### src/hw/rtl/rscg_pkg.sv
// shared types, constants and table functions for the rotary sin/cos generator
package rscg_pkg;

  localparam int POSITION_W    = 12;
  localparam int INDEX_W       = 8;
  localparam int HEAD_W        = 9;
  localparam int RESULT_W      = 32;
  localparam int MAX_HEAD_SIZE = 256;
  localparam logic [HEAD_W-1:0] HEAD_LEN_RESET = 9'd128;

  localparam int QUOT_W     = 32;
  localparam int DIV_STAGES = 4;
  localparam int PROD_W     = 64;
  localparam int EXP_N_W    = 4;
  localparam int FREQ_W     = 33;
  localparam int POW_STEPS  = 32;
  localparam int ANGLE_W    = 57;
  localparam int MOD_STEPS  = 10;
  localparam int CORDIC_W   = 44;
  localparam int CORDIC_STEPS = 40;

  localparam logic [31:0] LOG2_1E4_Q28 = 32'd3566893132;
  localparam logic [63:0] PI_Q60       = 64'h3243F6A8885A308D;

  localparam logic [ANGLE_W-1:0] TWO_PI_Q44 = ANGLE_W'((PI_Q60 + 64'd16384) >> 15);
  localparam logic signed [CORDIC_W-1:0] PI_Q40 =
    CORDIC_W'((PI_Q60 + 64'd524288) >> 20);
  localparam logic signed [CORDIC_W-1:0] HALF_PI_Q40 =
    CORDIC_W'((PI_Q60 + 64'd1048576) >> 21);
  localparam logic signed [CORDIC_W-1:0] TWO_PI_Q40 =
    CORDIC_W'((PI_Q60 + 64'd262144) >> 19);
  localparam logic signed [CORDIC_W-1:0] GAIN_Q40 = CORDIC_W'(64'd652032874 << 10);

  typedef struct packed {
    logic [POSITION_W-1:0] position;
    logic [INDEX_W-1:0]    element_index;
  } item_t;

  typedef struct packed {
    logic signed [RESULT_W-1:0] sine_value;
    logic signed [RESULT_W-1:0] cosine_value;
    logic                       index_fault;
  } result_t;

  typedef struct packed {
    logic [QUOT_W-1:0]     quot;
    logic [POSITION_W-1:0] position;
    logic                  fault;
  } quot_t;

  typedef struct packed {
    logic [FREQ_W-1:0]     freq;
    logic [POSITION_W-1:0] position;
    logic                  fault;
  } freq_t;

  typedef struct packed {
    logic signed [CORDIC_W-1:0] z;
    logic                       neg;
    logic                       fault;
  } angle_t;

  function automatic logic [63:0] isqrt64(input logic [63:0] v);
    logic [63:0] res;
    logic [63:0] bt;
    logic [63:0] rem;
    rem = v;
    res = '0;
    bt  = 64'd1 << 62;
    while (bt > rem) bt = bt >> 2;
    while (bt != 64'd0) begin
      if (rem >= res + bt) begin
        rem = rem - (res + bt);
        res = (res >> 1) + bt;
      end else begin
        res = res >> 1;
      end
      bt = bt >> 2;
    end
    return res;
  endfunction

  // 2^(-2^-k) in q0.32
  function automatic logic [31:0] pow_factor(input int k);
    logic [63:0] p;
    p = isqrt64(64'd1 << 63);
    for (int i = 2; i <= k; i++) p = isqrt64(p << 32);
    return p[31:0];
  endfunction

  // arctangent of 2^-k in q40
  function automatic logic signed [CORDIC_W-1:0] atan_q40(input int k);
    logic [63:0] sum;
    logic [63:0] term;
    logic [63:0] r;
    int e;
    int j;
    sum = '0;
    if (k == 0) begin
      r = (PI_Q60 + 64'd2097152) >> 22;
    end else begin
      e = 62 - k;
      j = 0;
      while (e >= 0) begin
        term = (64'd1 << e) / 64'(2 * j + 1);
        if ((j & 1) == 0) sum = sum + term;
        else sum = sum - term;
        j = j + 1;
        e = e - 2 * k;
      end
      r = (sum + 64'd2097152) >> 22;
    end
    return r[CORDIC_W-1:0];
  endfunction

endpackage

### src/hw/rtl/rscg_angle.sv
// angle pipeline: position times frequency, reduction mod 2*pi, quadrant fold
module rscg_angle (
  input  logic             clk,
  input  logic             rst,
  input  logic             in_valid,
  output logic             in_ready,
  input  rscg_pkg::freq_t  in_data,
  output logic             out_valid,
  input  logic             out_ready,
  output rscg_pkg::angle_t out_data
);
  localparam int Mods   = rscg_pkg::MOD_STEPS;
  localparam int Stages = Mods + 4;
  localparam int AW     = rscg_pkg::ANGLE_W;
  localparam int PW     = rscg_pkg::POSITION_W;
  localparam int FW     = rscg_pkg::FREQ_W;
  localparam int CW     = rscg_pkg::CORDIC_W;

  logic [Stages-1:0] valid;
  logic [Stages:0]   rdy;
  logic [Stages-1:0] vin;

  logic [AW-1:0] ang;
  logic          ang_fault;
  logic [AW-1:0] md_r     [Mods];
  logic          md_fault [Mods];

  logic [AW-1:0]          z_sum;
  logic signed [CW-1:0]   z0;
  logic                   z0_fault;
  logic signed [CW-1:0]   z1;
  logic                   z1_fault;
  logic signed [CW-1:0]   z2;
  logic                   z2_neg;
  logic                   z2_fault;

  assign rdy[Stages] = out_ready;
  assign vin         = {valid[Stages-2:0], in_valid};
  assign in_ready    = rdy[0];
  assign out_valid   = valid[Stages-1];
  assign out_data    = '{z: z2, neg: z2_neg, fault: z2_fault};

  for (genvar s = 0; s < Stages; s++) begin : g_rdy
    assign rdy[s] = !valid[s] || rdy[s+1];
  end

  always_ff @(posedge clk) begin
    if (rst) begin
      valid <= '0;
    end else begin
      for (int s = 0; s < Stages; s++) begin
        if (rdy[s]) valid[s] <= vin[s];
      end
    end
  end

  always_ff @(posedge clk) begin
    if (rdy[0]) begin
      ang       <= {(PW+FW)'(in_data.position) * (PW+FW)'(in_data.freq), 12'b0};
      ang_fault <= in_data.fault;
    end
  end

  for (genvar i = 0; i < Mods; i++) begin : g_mod
    localparam logic [AW-1:0] Step = rscg_pkg::TWO_PI_Q44 << (Mods - 1 - i);
    logic [AW-1:0] src_r;
    logic          src_fault;

    if (i == 0) begin : g_head
      assign src_r     = ang;
      assign src_fault = ang_fault;
    end else begin : g_body
      assign src_r     = md_r[i-1];
      assign src_fault = md_fault[i-1];
    end

    always_ff @(posedge clk) begin
      if (rdy[i+1]) begin
        md_r[i]     <= (src_r >= Step) ? src_r - Step : src_r;
        md_fault[i] <= src_fault;
      end
    end
  end

  assign z_sum = md_r[Mods-1] + AW'(8);

  always_ff @(posedge clk) begin
    if (rdy[Mods+1]) begin
      z0       <= {1'b0, z_sum[CW+2:4]};
      z0_fault <= md_fault[Mods-1];
    end
  end

  always_ff @(posedge clk) begin
    if (rdy[Mods+2]) begin
      z1       <= (z0 > rscg_pkg::PI_Q40) ? z0 - rscg_pkg::TWO_PI_Q40 : z0;
      z1_fault <= z0_fault;
    end
  end

  always_ff @(posedge clk) begin
    if (rdy[Mods+3]) begin
      if (z1 > rscg_pkg::HALF_PI_Q40) begin
        z2     <= z1 - rscg_pkg::PI_Q40;
        z2_neg <= 1'b1;
      end else if (z1 < -rscg_pkg::HALF_PI_Q40) begin
        z2     <= z1 + rscg_pkg::PI_Q40;
        z2_neg <= 1'b1;
      end else begin
        z2     <= z1;
        z2_neg <= 1'b0;
      end
      z2_fault <= z1_fault;
    end
  end

endmodule

### config.mk
export PLATFORM = sky130hd
export DESIGN_NAME = rscg_angle
export DESIGN_NICKNAME = d
export VERILOG_FILES = /design/src/hw/rtl/rscg_pkg.sv /design/src/hw/rtl/rscg_angle.sv
export SDC_FILE = /design/constraint.sdc
export NUM_CORES = 2
export LEC_CHECK = 0
export ABC_AREA = 1
export BUFFER_PORTS_ARGS = -buffer_cell sky130_fd_sc_hd__buf_4
export CELL_PAD_IN_SITES_DETAIL_PLACEMENT = 1
export CELL_PAD_IN_SITES_GLOBAL_PLACEMENT = 2
export CORE_MARGIN = 2
export CORE_UTILIZATION = 34
export DETAILED_ROUTE_END_ITERATION = 10
export PLACE_DENSITY_LB_ADDON = 0.05
export SLEW_MARGIN = 25
export SYNTH_ARGS = -nofsm -noshare
export SYNTH_HDL_FRONTEND = slang
export SYNTH_SLANG_ARGS = --single-unit
### constraint.sdc
create_clock -name clk -period 10.5 [get_ports clk]
set_clock_uncertainty 0.15 [all_clocks]
set_input_delay 1.575 -clock clk [delete_from_list [all_inputs] [get_ports clk]]
set_output_delay 1.575 -clock clk [all_outputs]
set_load 0.03 [all_outputs]
## Yosys cells after proc, flatten, opt, wreduce, memory -nomap -nowiden

Memory sizes are Yosys's and may differ from the RTL's. A register that Yosys moved wholly into a read port is not among the register bits.
Cells that the tools add are included.

| word-level totals | value |
|---|---|
| register bits after elaboration | 194 |
| bits in writable memories | 580 |
| bits of input ports | 50 |
| output and inout bits | 48 |
| word-level logic and storage cells | 115 |
| memories kept | 2 |

| cells by class | value |
|---|---|
| $add $sub $neg | 14 |
| $mul | 1 |
| order comparisons | 13 |
| muxes and demuxes | 34 |
| reduce and logical (&&, ||, !) cells | 28 |

Memory list:

| memory | depth | bits a word | read ports | clocked after Yosys merged registers in | wr ports | line | RTL |
|---|---|---|---|---|---|---|---|
| md_r | 10 | 57 | 10 | 0 | 10 | rscg_angle.sv:25 | `logic [AW-1:0] md_r [Mods];` |
| md_fault | 10 | 1 | 10 | 1 | 10 | rscg_angle.sv:26 | `logic md_fault [Mods];` |

Operators by type and width:

| cell | number |
|---|---|
| $mux W57 | 10 |
| $mux W44 | 2 |
| $ge A57 B47 Y1 const B | 1 |
| $ge A57 B48 Y1 const B | 1 |
| $ge A57 B49 Y1 const B | 1 |
| $ge A57 B50 Y1 const B | 1 |
| $ge A57 B51 Y1 const B | 1 |
| $ge A57 B52 Y1 const B | 1 |
| $ge A57 B53 Y1 const B | 1 |
| $ge A57 B54 Y1 const B | 1 |
| $ge A57 B55 Y1 const B | 1 |
| $ge A57 B56 Y1 const B | 1 |
| $sub A57 B47 Y57 const B | 1 |
| $sub A57 B48 Y57 const B | 1 |
| $sub A57 B49 Y57 const B | 1 |
| $sub A57 B50 Y57 const B | 1 |
| $sub A57 B51 Y57 const B | 1 |
| $sub A57 B52 Y57 const B | 1 |
| $sub A57 B53 Y57 const B | 1 |
| $sub A57 B54 Y57 const B | 1 |
| $sub A57 B55 Y57 const B | 1 |
| $sub A57 B56 Y57 const B | 1 |
| $add A47 B4 Y47 const B | 1 |
| $mul A12 B33 Y45 | 1 |
| other kinds (10) | 56 |

## Longest topological paths before layout

| logic depth | value |
|---|---|
| word-level depth | 16 |
| depth in mapped cells | 26 |

## Worst setup path after synthesis

No wires, ideal clock.

| timing path | value |
|---|---|
| path type | input -> output |
| from | input out_ready |
| to | output in_ready |
| arrival time | 9159 ps |
| required time | 8775 ps |
| path slack | -384 ps |
| stages | 8 |
| cells stage by stage | inv_1 -> nand3_1 -> nor2_1 -> nand4_1 -> nor2_1 -> nand4_1 -> nor2_1 -> nand4_1 |

| on the way | value |
|---|---|
| cells in the longest elaborated chain, start to end | 14 |

RTL lines:

| element | line | RTL |
|---|---|---|
| start, declared | rscg_angle.sv:9 | `input logic out_ready,` |
| $logic_or A1 B1 Y1 (2 in a row) | rscg_angle.sv:44 | `assign rdy[s] = !valid[s] \|\| rdy[s+1];` |
| via rdy[12] | rscg_angle.sv:20 | `logic [Stages:0] rdy;` |
| $logic_or A1 B1 Y1 (4 in a row) | rscg_angle.sv:44 |  |
| via rdy[8] | rscg_angle.sv:20 |  |
| $logic_or A1 B1 Y1 (4 in a row) | rscg_angle.sv:44 |  |
| via rdy[4] | rscg_angle.sv:20 |  |
| $logic_or A1 B1 Y1 (4 in a row) | rscg_angle.sv:44 |  |
| end, declared | rscg_angle.sv:6 | `output logic in_ready,` |

The timed path passes the listed nets, and every way through them passes these cells.

## Worst setup path after layout

Ends and elaborated chain as after synthesis.

==> flow_metrics.tcl <==
set metrics [dict create \
    cts.clk_slew.worst_paths_ns 0.06 \
    drt-initial-drc-count 4931 \
    drive_gt1_frac 0.0413 \
    cp.required_ns 8.78 \
    netlist_instances 10100 \
    hold_viol 0 \
    avgSynthCellArea_sq_um 6.75 \
    nFillCells 25500 \
    chipHeight_um 453 \
    critPathLaunchType "input pin" \
    routed_wirelength_mm 295 \
    setup_viol 0 \
    port_buffers 97 \
    design.die.area_sq_um 205000 \
    async_flop_share 0 \
    place_ws_ns 3.18 \
    holdBufCountCts 0 \
    nNetsFinal 10600 \
    synth_nets 10600 \
    relSlewSlack 0.328 \
    rsz0062_at_grt "false" \
    regArea_sq_um 20900 \
    cts_tree "built" \
    p_leak_nw 35.9 \
    syn_area_sq_um 68500 \
    antenna_found_initial 9 \
    grtUsageTotal 0.285 \
    maxCapViolations 0 \
    hpwlAfterDp_mm 244 \
    fmaxAchievable_ghz 0.142 \
    placed_area_sq_um 71400 \
    synthFlopType "edfxtp_1" \
    die_w_um 453 \
    cp_slowest_stage_delay_ns 0.57 \
    wl_per_cell_um 23.0 \
    multi_input_area_sq_um 40100 \
    final.setup.tns_ns 0 \
    dr.pass1.iters 8 \
    cp.arrival_ns 5.30 \
    start_util 0.343 \
    cts_setup_buffers 0 \
    ys_warn_count 0 \
    place_congestion 0.933 \
    cp_max_fo 56 \
    clock-sinks 699 \
    cp_cell_sequence "buf_4 -> inv_1 -> nand3_2 -> buf_4 -> nor2_1 -> nand4_1 -> buf_4 -> nor2_1 -> nand4_1 -> buf_4 -> nor2_1 -> nand4_1 -> buf_4 -> buf_4" \
    final_area_sq_um 74700 \
    numCtsBuffers 89 \
    h-tree-depth 3 \
    cts_root_buf "clkbuf_16" \
    period_share 0.669 \
    routed_via_density 5.23 \
    timing.hold.ws_ns 0.267 \
    power.density_nw_per_um2 392 \
    insertion_delay_ns 0.74 \
    core_sq_um 200000 \
    synth_edf_count 685 \
    fin_util 0.374 \
    area_growth_pct 9.04 \
    num_rows 164 \
    cts_buffer_depth 3 \
    drc_errors 0 \
    hold_path.class "reg2reg" \
    drtAntennaViolNets 0 \
    setup_ws_ns 3.47 \
    slowest_stage "buf_4" \
    worst_path_most_repeated_cell "buf_4" \
    grt_pass1_vias 68500 \
    cts.repair.resized 0 \
    grt_start_max_net_pins 85 \
    status "finished clean" \
    irDropWorstVdd_mv 0.200 \
    ioPinCount 98 \
    synth_seq_area_share 0.305 \
    yosysUniqueCellTypes 57 \
    worstMarginPinSlew_ns 0.998 \
    slew_viol_final 0 \
    fin_crit_ns 7.03 \
    critical_path_class "in2out" \
    grt_pass1_wl_mm 442 \
    endpoint_kind "output pin" \
    grt.overflow.total 0 \
    vias 67200 \
    ys_seq_elements 699 \
]
Yosys cell counts (all sizes together) (3+ instances only):
cell / instances / area, sq um
a211oi: 8 / 60.1
a21boi: 22 / 165
a21o: 13 / 97.6
a21oi: 393 / 2010
a22oi: 4 / 30.0
a31oi: 36 / 225
and2: 13 / 81.3
and3: 8 / 50.1
buf: 149 / 980
clkbuf: 100 / 382
clkinv: 6 / 23.8
dfxtp: 14 / 280
edfxtp: 685 / 20600
fa: 310 / 6210
ha: 98 / 1230
inv: 1632 / 6130
nand2: 3359 / 12700
nand3: 682 / 3460
nand3b: 47 / 353
nand4: 186 / 1160
nor2: 1143 / 4430
nor3: 201 / 1070
nor3b: 3 / 22.5
nor4: 24 / 165
o211ai: 16 / 120
o21a: 19 / 143
o21ai: 551 / 2780
o21bai: 46 / 345
o22ai: 6 / 37.5
or2: 15 / 93.8
xnor2: 48 / 420
xor2: 300 / 2640
final timing paths:
path | start | slack (ns) | end | depth (start not counted)
worst max-delay path | out_ready | 3.47 | in_ready | 14
worst min-delay path | md_fault[5] | 0.27 | md_fault[6] | 0
worst max register to register | valid[13] | 6.10 | ang[12] | 11
worst min register to register | md_fault[5] | 0.27 | md_fault[6] | 0
cells by family after synthesis:
family                     Yosys count  synth area share
and+or+nand+nor                   5682             0.344
AOI/OAI and AO/OA                 1119            0.0885
xor gates and xnor gates           348            0.0446
adders and majority gates          408             0.109
DFF                                699             0.305
buffers and inverters             1887             0.110
per-stage QoR:
| stage | std cells | total power (W) |
|---|---|---|
| floorplan | 10100 | 0.0182 |
| global placement | 12700 | 0.0255 |
| detailed placement | 12700 | 0.0256 |
| CTS | 12800 | 0.0293 |
| global route | 12800 | 0.0317 |
| finish | 12800 | 0.0293 |
worst max-delay path, delay by kind of cell:
family                 cells  cell delay (ns)
buffers and inverters      7             2.58
AND/OR/NAND/NOR            7             1.05
cell usage in the layout, fill, tap and decap left out, types with 19 or more instances in the layout:
cell type,count
bufinv_16,19
nand3_1,671
a21oi_1,384
nand3b_1,47
nor4_1,23
inv_1,1597
nand2_1,3343
ha_1,98
nor2_2,32
fa_1,310
xnor2_1,48
edfxtp_1,685
nor2_1,1103
o21ai_1,85
nand4_1,186
nor3_1,189
o21a_1,19
o21bai_1,46
a31oi_1,36
clkbuf_16,89
o21ai_0,459
inv_2,34
xor2_1,299
a21boi_0,21
buf_4,129
flip-flops by register name, summed over array words and instances (netlist names):
signal / flops
ang_fault: 1
z2_fault: 1
ang: 45
md_fault: 10
z0: 43
md_r: 494
z2: 44
z2_neg: 1
z0_fault: 1
valid: 14
z1: 44
z1_fault: 1
per-layer routing:
layer,vias to the layer above,GRT usage,wire [um]
met2,1350,0.445,129000
li1,32200,-,-
met4,2,0.0653,7020
met1,33400,0.424,147000
met5,-,0,8
met3,282,0.0250,12100
final cells by class:
class	instances	share of cell area
Antenna cell	2	0.0000670
Clock buffer	104	0.0307
Clock inverter	62	0.0125
Inverter	1638	0.0824
Multi-Input combinational cell	7557	0.538
Sequential cell	699	0.279
Tap cell	2656	0.0445
Timing Repair Buffer	129	0.0130
power by group:
group / switching, W / leakage (nW) / internal, W
Clock: 0.00137 / 1.55 / 0.00206
Combinational: 0.0128 / 26.9 / 0.00518
Sequential: 0.00242 / 7.46 / 0.00544
Total: 0.0166 / 35.9 / 0.0127
(Power assumes the default switching activity.)
