==> src/hw/rtl/rscg_pkg.sv <==
// shared types, constants and table functions for the rotary sin/cos generator
package rscg_pkg;

  localparam int POSITION_W    = 12;
  localparam int INDEX_W       = 8;
  localparam int HEAD_W        = 9;
  localparam int RESULT_W      = 32;
  localparam int MAX_HEAD_SIZE = 256;
  localparam logic [HEAD_W-1:0] HEAD_LEN_RESET = 9'd128;

  localparam int QUOT_W     = 32;
  localparam int DIV_STAGES = 4;
  localparam int PROD_W     = 64;
  localparam int EXP_N_W    = 4;
  localparam int FREQ_W     = 33;
  localparam int POW_STEPS  = 32;
  localparam int ANGLE_W    = 57;
  localparam int MOD_STEPS  = 10;
  localparam int CORDIC_W   = 44;
  localparam int CORDIC_STEPS = 40;

  localparam logic [31:0] LOG2_1E4_Q28 = 32'd3566893132;
  localparam logic [63:0] PI_Q60       = 64'h3243F6A8885A308D;

  localparam logic [ANGLE_W-1:0] TWO_PI_Q44 = ANGLE_W'((PI_Q60 + 64'd16384) >> 15);
  localparam logic signed [CORDIC_W-1:0] PI_Q40 =
    CORDIC_W'((PI_Q60 + 64'd524288) >> 20);
  localparam logic signed [CORDIC_W-1:0] HALF_PI_Q40 =
    CORDIC_W'((PI_Q60 + 64'd1048576) >> 21);
  localparam logic signed [CORDIC_W-1:0] TWO_PI_Q40 =
    CORDIC_W'((PI_Q60 + 64'd262144) >> 19);
  localparam logic signed [CORDIC_W-1:0] GAIN_Q40 = CORDIC_W'(64'd652032874 << 10);

  typedef struct packed {
    logic [POSITION_W-1:0] position;
    logic [INDEX_W-1:0]    element_index;
  } item_t;

  typedef struct packed {
    logic signed [RESULT_W-1:0] sine_value;
    logic signed [RESULT_W-1:0] cosine_value;
    logic                       index_fault;
  } result_t;

  typedef struct packed {
    logic [QUOT_W-1:0]     quot;
    logic [POSITION_W-1:0] position;
    logic                  fault;
  } quot_t;

  typedef struct packed {
    logic [FREQ_W-1:0]     freq;
    logic [POSITION_W-1:0] position;
    logic                  fault;
  } freq_t;

  typedef struct packed {
    logic signed [CORDIC_W-1:0] z;
    logic                       neg;
    logic                       fault;
  } angle_t;

  function automatic logic [63:0] isqrt64(input logic [63:0] v);
    logic [63:0] res;
    logic [63:0] bt;
    logic [63:0] rem;
    rem = v;
    res = '0;
    bt  = 64'd1 << 62;
    while (bt > rem) bt = bt >> 2;
    while (bt != 64'd0) begin
      if (rem >= res + bt) begin
        rem = rem - (res + bt);
        res = (res >> 1) + bt;
      end else begin
        res = res >> 1;
      end
      bt = bt >> 2;
    end
    return res;
  endfunction

  // 2^(-2^-k) in q0.32
  function automatic logic [31:0] pow_factor(input int k);
    logic [63:0] p;
    p = isqrt64(64'd1 << 63);
    for (int i = 2; i <= k; i++) p = isqrt64(p << 32);
    return p[31:0];
  endfunction

  // arctangent of 2^-k in q40
  function automatic logic signed [CORDIC_W-1:0] atan_q40(input int k);
    logic [63:0] sum;
    logic [63:0] term;
    logic [63:0] r;
    int e;
    int j;
    sum = '0;
    if (k == 0) begin
      r = (PI_Q60 + 64'd2097152) >> 22;
    end else begin
      e = 62 - k;
      j = 0;
      while (e >= 0) begin
        term = (64'd1 << e) / 64'(2 * j + 1);
        if ((j & 1) == 0) sum = sum + term;
        else sum = sum - term;
        j = j + 1;
        e = e - 2 * k;
      end
      r = (sum + 64'd2097152) >> 22;
    end
    return r[CORDIC_W-1:0];
  endfunction

endpackage

==> src/hw/rtl/rscg_divider.sv <==
// pipelined restoring divider: even index scaled by 2^32 over head size
module rscg_divider (
  input  logic                            clk,
  input  logic                            rst,
  input  logic [rscg_pkg::HEAD_W-1:0]     head_len,
  input  logic                            in_valid,
  output logic                            in_ready,
  input  rscg_pkg::item_t                 in_data,
  output logic                            out_valid,
  input  logic                            out_ready,
  output rscg_pkg::quot_t                 out_data
);
  localparam int Stages = rscg_pkg::DIV_STAGES;
  localparam int Steps  = rscg_pkg::QUOT_W / Stages;
  localparam int HW     = rscg_pkg::HEAD_W;
  localparam int QW     = rscg_pkg::QUOT_W;
  localparam int PW     = rscg_pkg::POSITION_W;

  logic [Stages-1:0] valid;
  logic [Stages:0]   rdy;
  logic [Stages-1:0] vin;

  logic [HW-1:0] rem       [Stages];
  logic [QW-1:0] quot      [Stages];
  logic [PW-1:0] position  [Stages];
  logic          fault     [Stages];
  logic [HW-1:0] src_rem   [Stages];
  logic [QW-1:0] src_quot  [Stages];
  logic [PW-1:0] src_pos   [Stages];
  logic          src_fault [Stages];
  logic [HW-1:0] rem_next  [Stages];
  logic [QW-1:0] quot_next [Stages];

  assign rdy[Stages] = out_ready;
  assign vin         = {valid[Stages-2:0], in_valid};
  assign in_ready    = rdy[0];
  assign out_valid   = valid[Stages-1];
  assign out_data    = '{quot: quot[Stages-1], position: position[Stages-1],
                         fault: fault[Stages-1]};

  always_ff @(posedge clk) begin
    if (rst) begin
      valid <= '0;
    end else begin
      for (int s = 0; s < Stages; s++) begin
        if (rdy[s]) valid[s] <= vin[s];
      end
    end
  end

  for (genvar s = 0; s < Stages; s++) begin : g_stage
    assign rdy[s] = !valid[s] || rdy[s+1];

    if (s == 0) begin : g_head
      assign src_rem[s]   = {1'b0, in_data.element_index[rscg_pkg::INDEX_W-1:1], 1'b0};
      assign src_quot[s]  = '0;
      assign src_pos[s]   = in_data.position;
      assign src_fault[s] = ({1'b0, in_data.element_index} >= head_len);
    end else begin : g_body
      assign src_rem[s]   = rem[s-1];
      assign src_quot[s]  = quot[s-1];
      assign src_pos[s]   = position[s-1];
      assign src_fault[s] = fault[s-1];
    end

    always_comb begin : p_steps
      logic [HW:0]   r2;
      logic [HW-1:0] r;
      logic [QW-1:0] q;
      r = src_rem[s];
      q = src_quot[s];
      for (int i = 0; i < Steps; i++) begin
        r2 = {r, 1'b0};
        if (r2 >= {1'b0, head_len}) begin
          r2 = r2 - {1'b0, head_len};
          q  = {q[QW-2:0], 1'b1};
        end else begin
          q  = {q[QW-2:0], 1'b0};
        end
        r = r2[HW-1:0];
      end
      rem_next[s]  = r;
      quot_next[s] = q;
    end

    always_ff @(posedge clk) begin
      if (rdy[s]) begin
        rem[s]      <= rem_next[s];
        quot[s]     <= quot_next[s];
        position[s] <= src_pos[s];
        fault[s]    <= src_fault[s];
      end
    end
  end

endmodule

==> config.mk <==
export PLATFORM = sky130hd
export DESIGN_NAME = rscg_divider
export DESIGN_NICKNAME = d
export VERILOG_FILES = /design/src/hw/rtl/rscg_pkg.sv /design/src/hw/rtl/rscg_divider.sv
export SDC_FILE = /design/constraint.sdc
export NUM_CORES = 1
export LEC_CHECK = 0
export ABC_AREA = 1
export BUFFER_PORTS_ARGS = -buffer_cell sky130_fd_sc_hd__buf_2
export CAP_MARGIN = 20
export CORE_ASPECT_RATIO = 1.1
export CORE_UTILIZATION = 65
export DETAILED_ROUTE_END_ITERATION = 8
export PLACE_DENSITY = 0.88
export SLEW_MARGIN = 10
export SYNTH_ARGS = -nofsm -noshare
export SYNTH_HDL_FRONTEND = slang
export SYNTH_SLANG_ARGS = --single-unit
==> constraint.sdc <==
create_clock -name clk -period 43.5 [get_ports clk]
set_clock_uncertainty 0.1 [all_clocks]
set_input_delay 4.35 -clock clk [delete_from_list [all_inputs] [get_ports clk]]
set_output_delay 4.35 -clock clk [all_outputs]
set_load 0.05 [all_outputs]
# After elaboration in Yosys (flattened, before gate mapping)
# Memory sizes are Yosys's and may differ from the RTL's.
# Index checks and enable logic that the tools add are counted.
[word_totals]
ff_bits = 4
ram_bits = 216
input_bits = 33
output_inout_bits = 47
wordCells = 153
mem_count = 4
[classes]
n_addsub = 32
magnitude_cmp = 33
n_mux = 72
reduce_logical = 8
[mem_list]
columns = ["memory", "words", "width", "rd", "rd_ports_with_merged_regs", "wr", "line_no", "rtl"]
rows = [
  ["quot", 4, 32, 4, 0, 4, "rscg_divider.sv:24", "logic [QW-1:0] quot [Stages];"],
  ["position", 4, 12, 4, 0, 4, "rscg_divider.sv:25", "logic [PW-1:0] position [Stages];"],
  ["rem", 4, 9, 3, 0, 4, "rscg_divider.sv:23", "logic [HW-1:0] rem [Stages];"],
  ["fault", 4, 1, 4, 0, 4, "rscg_divider.sv:26", "logic fault [Stages];"],
]
[ops]
columns = ["op", "n"]
rows = [
  ["10-bit by 9-bit >= comparator with 1-bit output", 31],
  ["9-bit 2-to-1 mux", 32],
  ["9-bit subtractor", 32],
  ["1-bit 2-to-1 mux", 40],
  ["8-bit by 9-bit >= comparator with 1-bit output", 1],
  ["9-bit >= comparator", 1],
  ["1-bit zero test", 4],
  ["1-bit logical OR", 4],
]

# Depth between registers and ports, before layout
# Gate-level depths: netlist of run 1.
# An unclocked memory read counts as a cell.
[depth]
word_depth = 17
mapped_depth = 99
depth_no_buf = 89

# Worst setup path after synthesis of run 1
# Ideal clock, no wire load.
[synth_path]
kind = "input -> register"
start = "in head_len[0] in the netlist's numbering"
end = "mem rem[0][2] in the netlist's numbering, data pin"
arrival_ps = 17801
slack_ps = 25469
cell_stages = 98
path_buffers = 13
path_cell_list = "buf_4 inv_2 buf_2 buf_2 buf_1 buf_1 ha_1 buf_6 nand3_1 inv_1 nand3_1 inv_1 nor2_2 buf_6 o21ai_0 ha_1 nand2_1 inv_1 [62 not listed] nand3_2 buf_6 nand2_1 nand2_1 ha_1 a21oi_1 inv_1 nor2_1 nor4_1 a2111oi_0 inv_1 nand2_1 inv_1 nor2_1 inv_1 a21oi_2 nand3_1 nand2_1"
[synth_rtl]
columns = ["item", "line_no", "rtl"]
rows = [
  ["start: declaration", "rscg_divider.sv:5", "input logic [rscg_pkg::HEAD_W-1:0] head_len,"],
  ["end: declaration", "rscg_divider.sv:23", ""],
]

==> reports/results.txt, run 1 <==
Result of the run: finished clean
Critical path buffer and inverter count: 19
Proportion of synthesized chip area in sequential cells: 24.0%
Root cell of the clock tree: clkbuf_16
DIE HEIGHT: 187 um
Hold Path Class: flop to flop
Crit path arrival time: 20230 ps
Post-Synthesis Cell Area: 20200 sq um
# DRC: 0
Worst min-delay path startpoint: quot[2][11]$_DFFE_PP_
Count of antenna diodes in the layout: 0
Clock latency on the worst-skew pair: 450 ps
CP max FO: 55
Critical Path Start: head_len[0]
Summed negative setup slack over all endpoints: 0 ps
Data required time at the worst endpoint: 43710 ps
Fraction of layout cells with a size suffix above 1: 10.5%
Least-Margin Pin Slew: 1100 ps
Number of instances in the synthesized netlist: 2684
Main flop type after synthesis: edfxtp_1
Final Util: 70.3%
Slew headroom: 26.7%
Slowest-stage cell, CP: a211oi_2
Clock tree from TritonCTS: done
Overall track demand over capacity in global routing: 32.8%
Total number of vias: 18600
Detail Route Antenna Nets: 0
Setup repair after global routing missed its margin: no
Number of enable-type register cells in the synthesized netlist: 159
Synth unique cells: 55
Standard cell core area: 30500 sq um
Initial core utilization: 66.3%
Post-CTS sizing: 0
Number of setup violations in the final report: 0
Final weighted congestion of routability-driven global placement: 0.958
Commonest cells after routing, fill and taps aside: 717 x nand2_1, 317 x inv_1, 265 x ha_1
Reg2Reg Launch Point: rem[0][6]$_DFFE_PP_
Post-detailed-route wirelength per cell: 16.0 um
Post-CTS setup buffer count: 0
Shortest clock period the worst path allows after layout: 20020 ps
Die width: 170 um
Total Nets Final: 3056
Yosys reg bits: 163
Post-synth ARST share: 0%
Setup crit start kind: primary input
Die Area: 31800 sq um
CP max stage delay: 640 ps
Pin count of the biggest net entering global routing: 56
Pre-antenna DRT Iters: 6
I/O pin count: 80
CTS buffer count: 17
Period utilization: 46.0%
Avg Cell Area, Syn: 7.53 sq um
Gate family responsible for the most delay along the worst path: simple AND/OR/NAND/NOR gates
First-pass GRT wire length: 85100 um
Number of buffer cells added on primary ports: 79
Warnings from Yosys: 0
Worst Setup End Kind: flop
Clock transition at path regs: 60 ps
Buffer depth of the longest clock path: 2
Achievable clock frequency: 49.9 MHz
Number of slew-limit violations in the final report: 0
Aggregate global routing overflow: 0
Number of hold buffers added after CTS: 0
Final HPWL from detailed placement: 37000 um
H-Tree Level Count: 4
Number of global-route vias before repair: 18200
Number of violations reported at the end of detailed-routing iteration 0: 1248
Most frequent standard cell in the layout excluding fill and tap cells: nand2_1
Row count: 67
Type of the setup path with the least slack: primary input to flop
Number of hold-slack violations in the final timing report: 0
Number of antenna violations at the first check in global routing: 0
Total length of routed wires: 50900 um
Clock tree sinks: 163
Cell seen most often among critical-path stages: nand2_1
Syn-to-layout area delta: 6.14%
Number of nets in the synthesized netlist: 2986
Number of vias per cell: 5.84
Number of max-cap violations: 0
flip-flops by register name (all words and copies together) (netlist names):
signal	flops
fault	4
position	48
quot	80
rem	27
valid	4
through the flow:
| stage | hold WS [ps] | worst slack (ps) | instance area (sq um) | std cells |
|---|---|---|---|---|
| after global placement | 301 | 24050 | 20900 | 3149 |
| after CTS | 320 | 23760 | 21500 | 3179 |
| after floorplan | 300 | 25470 | 20200 | 2684 |
| final | 319 | 23480 | 21500 | 3179 |
| after detailed placement | 305 | 23320 | 20900 | 3149 |
| after global routing | 324 | 22000 | 21500 | 3179 |
worst reg2reg max path, delay by kind of cell (launching register included):
| kind | cells | cell delay (ps) |
|---|---|---|
| adders and majority gates | 8 | 2720 |
| DFF | 1 | 540 |
| buffers and inverters | 12 | 1210 |
| and+or+nand+nor | 44 | 5660 |
| AOI/OAI and AO/OA | 22 | 4370 |
logic make-up after synthesis:
family                   count (synthesis)  synth area share, %
AND/OR/NAND/NOR                       1251                 28.9
buffers and inverters                  377                 7.93
XOR/XNOR                               227                 9.83
adder cells (fa/ha/maj)                269                 16.8
flip-flops                             163                 24.0
AO/OA/AOI/OAI                          397                 12.6
area by class of cell:
type | count | area [sq um]
repair buffers | 96 | 523
clock inverters | 12 | 126
flip-flops and latches | 163 | 4850
well taps | 414 | 518
multi-input cells | 2144 | 13800
clock buffers | 18 | 429
fillers | 2449 | 9050
inverters | 332 | 1250
cells in the mapped netlist (4+ instances only):
cell	number	area share, %
o21ai_1	18	0.45
buf_4	8	0.30
o31ai_1	10	0.37
nand3_1	234	5.8
nor4_1	9	0.28
nor2_2	7	0.22
a21o_1	20	0.74
nand2_1	717	13
nor2_1	110	2.0
xor2_1	102	4.4
a31oi_1	11	0.34
nor3_1	18	0.45
nand4_1	37	1.1
a21oi_1	177	4.4
a21oi_4	13	1.0
nand3b_1	8	0.30
o211ai_1	10	0.37
buf_2	11	0.27
ha_1	266	16
dfxtp_1	4	0.40
a21oi_2	11	0.48
o21ai_2	6	0.26
nand3_2	20	0.99
nor2_4	6	0.33
nand2_4	8	0.45
inv_2	10	0.19
buf_1	5	0.093
o221ai_1	10	0.43
edfxtp_1	159	24
or2_2	4	0.12
buf_6	17	0.95
nand3_4	21	1.8
or2_1	5	0.15
nand2_2	42	1.3
xnor2_1	125	5.4
inv_1	321	6.0
o21bai_1	32	1.2
o21ai_0	60	1.5
path summary, 6_finish.rpt:
check,to,slack [ps],depth (start not counted)
max,rem[0][7]$_DFFE_PP_,23480,88
min,quot[3][19]$_DFFE_PP_,320,0
max reg2reg,rem[1][5]$_DFFE_PP_,28780,86
min reg2reg,quot[3][19]$_DFFE_PP_,320,0
metal layers:
layer	track usage, %	vias to the layer above	part of all wire [%]
li1	-	9212	-
met1	40.6	8497	42
met2	56.2	689	47
met3	3.51	174	6.3
met4	16.3	0	4.4
met5	0	-	0
Power of run 1 is left out: the tool's default activity adds up to more than one toggle a clock period on the data nets, which glitch-free logic cannot reach.
==> run 2, diff against run 1 <==
--- a/config.mk
+++ b/config.mk
@@ -9,9 +9,9 @@
 export BUFFER_PORTS_ARGS = -buffer_cell sky130_fd_sc_hd__buf_2
 export CAP_MARGIN = 20
 export CORE_ASPECT_RATIO = 1.1
-export CORE_UTILIZATION = 65
+export CORE_UTILIZATION = 59
 export DETAILED_ROUTE_END_ITERATION = 8
-export PLACE_DENSITY = 0.88
+export PLACE_DENSITY = 0.85
 export SLEW_MARGIN = 10
 export SYNTH_ARGS = -nofsm -noshare
 export SYNTH_HDL_FRONTEND = slang
==> constraint.sdc (replaced) <==
create_clock -name clk -period 18.15 [get_ports clk]
set_clock_uncertainty 0.1 [all_clocks]
set_input_delay 1.815 -clock clk [delete_from_list [all_inputs] [get_ports clk]]
set_output_delay 1.815 -clock clk [all_outputs]
set_load 0.05 [all_outputs]
==> run 2 against run 1 <==
  * Cell count increased by 0.82%
  * Critical path depth decreased by 11
  * Register-to-register slack got worse by 26000 ps
  * Global-route usage decreased by 2.4 points
  * Routed wire length increased by 3.3%
  * Critical path type unchanged
==> reports/results.txt, run 2 (synthesized netlist as in run 1, its figures left out) <==
Filler Cell Count: 2756 (was 2449)
Number of violations reported at the end of detailed-routing iteration 0: 1262 (was 1248)
Clock tree sinks: 163 (unchanged)
Shortest clock period the worst path allows after layout: 16800 ps
Largest registers ranked by flip-flop count: quot (80), position (48), rem (27) (unchanged)
I/O pin count: 80 (unchanged)
Number of buffer cells added on primary ports: 79 (unchanged)
Die Area: 35000 sq um (was 31800 sq um)
Clock latency on the worst-skew pair: 440 ps (was 450 ps)
Setup WS pre-CTS: 621 ps (was 23320 ps)
Total length of routed wires: 52600 um (was 50900 um)
Count of antenna diodes in the layout: 0 (unchanged)
Cell seen most often among critical-path stages: nand2_1 (unchanged)
Min setup slack post-route: 1350 ps (was 23480 ps)
Gate family responsible for the most delay along the worst path: compound AO/OA/AOI/OAI gates (was simple AND/OR/NAND/NOR gates)
Max reg flops: 80 (unchanged)
Setup crit start kind: primary input (unchanged)
Slew headroom: 29.5% (was 26.7%)
Register-to-register path setup slack: 3260 ps (was 28780 ps)
Buffer depth of the longest clock path: 2 (unchanged)
Number of hold buffers added after CTS: 0 (unchanged)
Number of slew-limit violations in the final report: 0 (unchanged)
Pre-antenna DRT Iters: 6 (unchanged)
Summed negative setup slack over all endpoints: 0 ps (unchanged)
Critical path buffer and inverter count: 10 (was 19)
Root cell of the clock tree: clkbuf_16 (unchanged)
Setup repair after global routing missed its margin: no (unchanged)
Commonest cells after routing, fill and taps aside: 717 x nand2_1, 315 x inv_1, 265 x ha_1 (was 717 x nand2_1, 317 x inv_1, 265 x ha_1)
Row count: 70 (was 67)
# DRC: 0 (unchanged)
Pin count of the biggest net entering global routing: 49 (was 56)
Number of antenna violations at the first check in global routing: 0 (unchanged)
Depth of the worst register-to-register path: 75 (was 86)
Worst Setup End Kind: flop (unchanged)
Most frequent standard cell in the layout excluding fill and tap cells: nand2_1 (unchanged)
Result of the run: finished clean (unchanged)
Least-Margin Pin Slew: 1060 ps (was 1100 ps)
Fraction of layout cells with a size suffix above 1: 10.9% (was 10.5%)
Detail Route Antenna Nets: 0 (unchanged)
CP max FO: 16 (was 55)
Placed standard-cell area: 21000 sq um (was 20900 sq um)
Number of setup violations in the final report: 0 (unchanged)
DIE HEIGHT: 196 um (was 187 um)
CTS buffer count: 17 (unchanged)
Overall track demand over capacity in global routing: 30.3% (was 32.8%)
Final HPWL from detailed placement: 39200 um (was 37000 um)
Data required time at the worst endpoint: 18250 ps (was 43710 ps)
Post-detailed-route wirelength per cell: 16.4 um (was 16.0 um)
Syn-to-layout area delta: 7.00% (was 6.14%)
Total Nets Final: 3062 (was 3056)
Number of stages on the worst setup path: 77 (was 88)
Cell count of the worst hold path: 0 (unchanged)
Clock tree from TritonCTS: done (unchanged)
Hold Path Class: flop to flop (unchanged)
Register with the most flip-flops: quot (unchanged)
H-Tree Level Count: 4 (unchanged)
Achievable clock frequency: 59.5 MHz
Final weighted congestion of routability-driven global placement: 0.961 (was 0.958)
Die width: 179 um (was 170 um)
Number of global-route vias before repair: 18300 (was 18200)
Standard cell core area: 33500 sq um (was 30500 sq um)
Type of the setup path with the least slack: primary input to flop (unchanged)
Number of hold-slack violations in the final timing report: 0 (unchanged)
Crit path arrival time: 16900 ps (was 20230 ps)
Period utilization: 92.6%
Aggregate global routing overflow: 0 (unchanged)
Initial core utilization: 60.4% (was 66.3%)
Final instance area: 21600 sq um (was 21500 sq um)
CP max stage delay: 570 ps (was 640 ps)
Number of max-cap violations: 0 (unchanged)
Number of vias per cell: 5.83 (was 5.84)
Clock transition at path regs: 80 ps (was 60 ps)
Slowest-stage cell, CP: o31ai_1 (was a211oi_2)
First-pass GRT wire length: 86100 um (was 85100 um)
Total number of vias: 18700 (was 18600)
run 2: changes by cell type in the layout (fill, tap and decap cells not counted), moves of 2 or more:
cell | before | now
a211oi_4 | 0 | 2
buf_4 | 17 | 22
clkinv_4 | 3 | 0
clkinv_8 | 0 | 3
clkinvlp_4 | 1 | 4
inv_1 | 317 | 315
inv_6 | 4 | 7
inv_8 | 2 | 0
run 2: what timing repair did:
action / CTS / global route
setup endpoints to repair: 0 / 9
endpoints found under the hold margin: 0 / 0
gates resized for setup: 0 / 6
setup buffers: 0 / 0
run 2: final timing paths:
check / startpoint / to
max: head_len[4] / quot[3][0]$_DFFE_PP_
min: quot[1][13]$_DFFE_PP_ / quot[2][21]$_DFFE_PP_
max reg2reg: rem[2][0]$_SDFFCE_PN0P_ / quot[3][0]$_DFFE_PP_
min reg2reg: quot[1][13]$_DFFE_PP_ / quot[2][21]$_DFFE_PP_
run 2: area by class of cell:
type                            instances  area, sq um  share of cell area [%]
Timing Repair Buffer                  102          581                    2.68
Inverter                              332         1250                    5.80
Clock buffer                           17          425                    1.97
Multi-Input combinational cell       2144        13800                    63.7
Clock inverter                         15          190                   0.879
Sequential cell                       163         4850                    22.4
Tap cell                              432          541                    2.50
run 2: metal layers:
| metal | up-vias | wire [um] | GRT usage (%) |
|---|---|---|---|
| met2 | 683 | 25400 | 52.7 |
| met5 | - | 0 | 0 |
| li1 | 9217 | - | - |
| met4 | 0 | 2630 | 15.4 |
| met3 | 186 | 3240 | 3.45 |
| met1 | 8598 | 21300 | 36.6 |
run 2: stage by stage:
step	hold slack, ps	cells	utilization, %
floorplan	300	2684	-
global placement	301	3173	62.7
detailed placement	305	3173	62.7
CTS	314	3205	64.6
global route	330	3205	64.7
finish	313	3205	64.7
Power of run 2 is left out for the same reason.
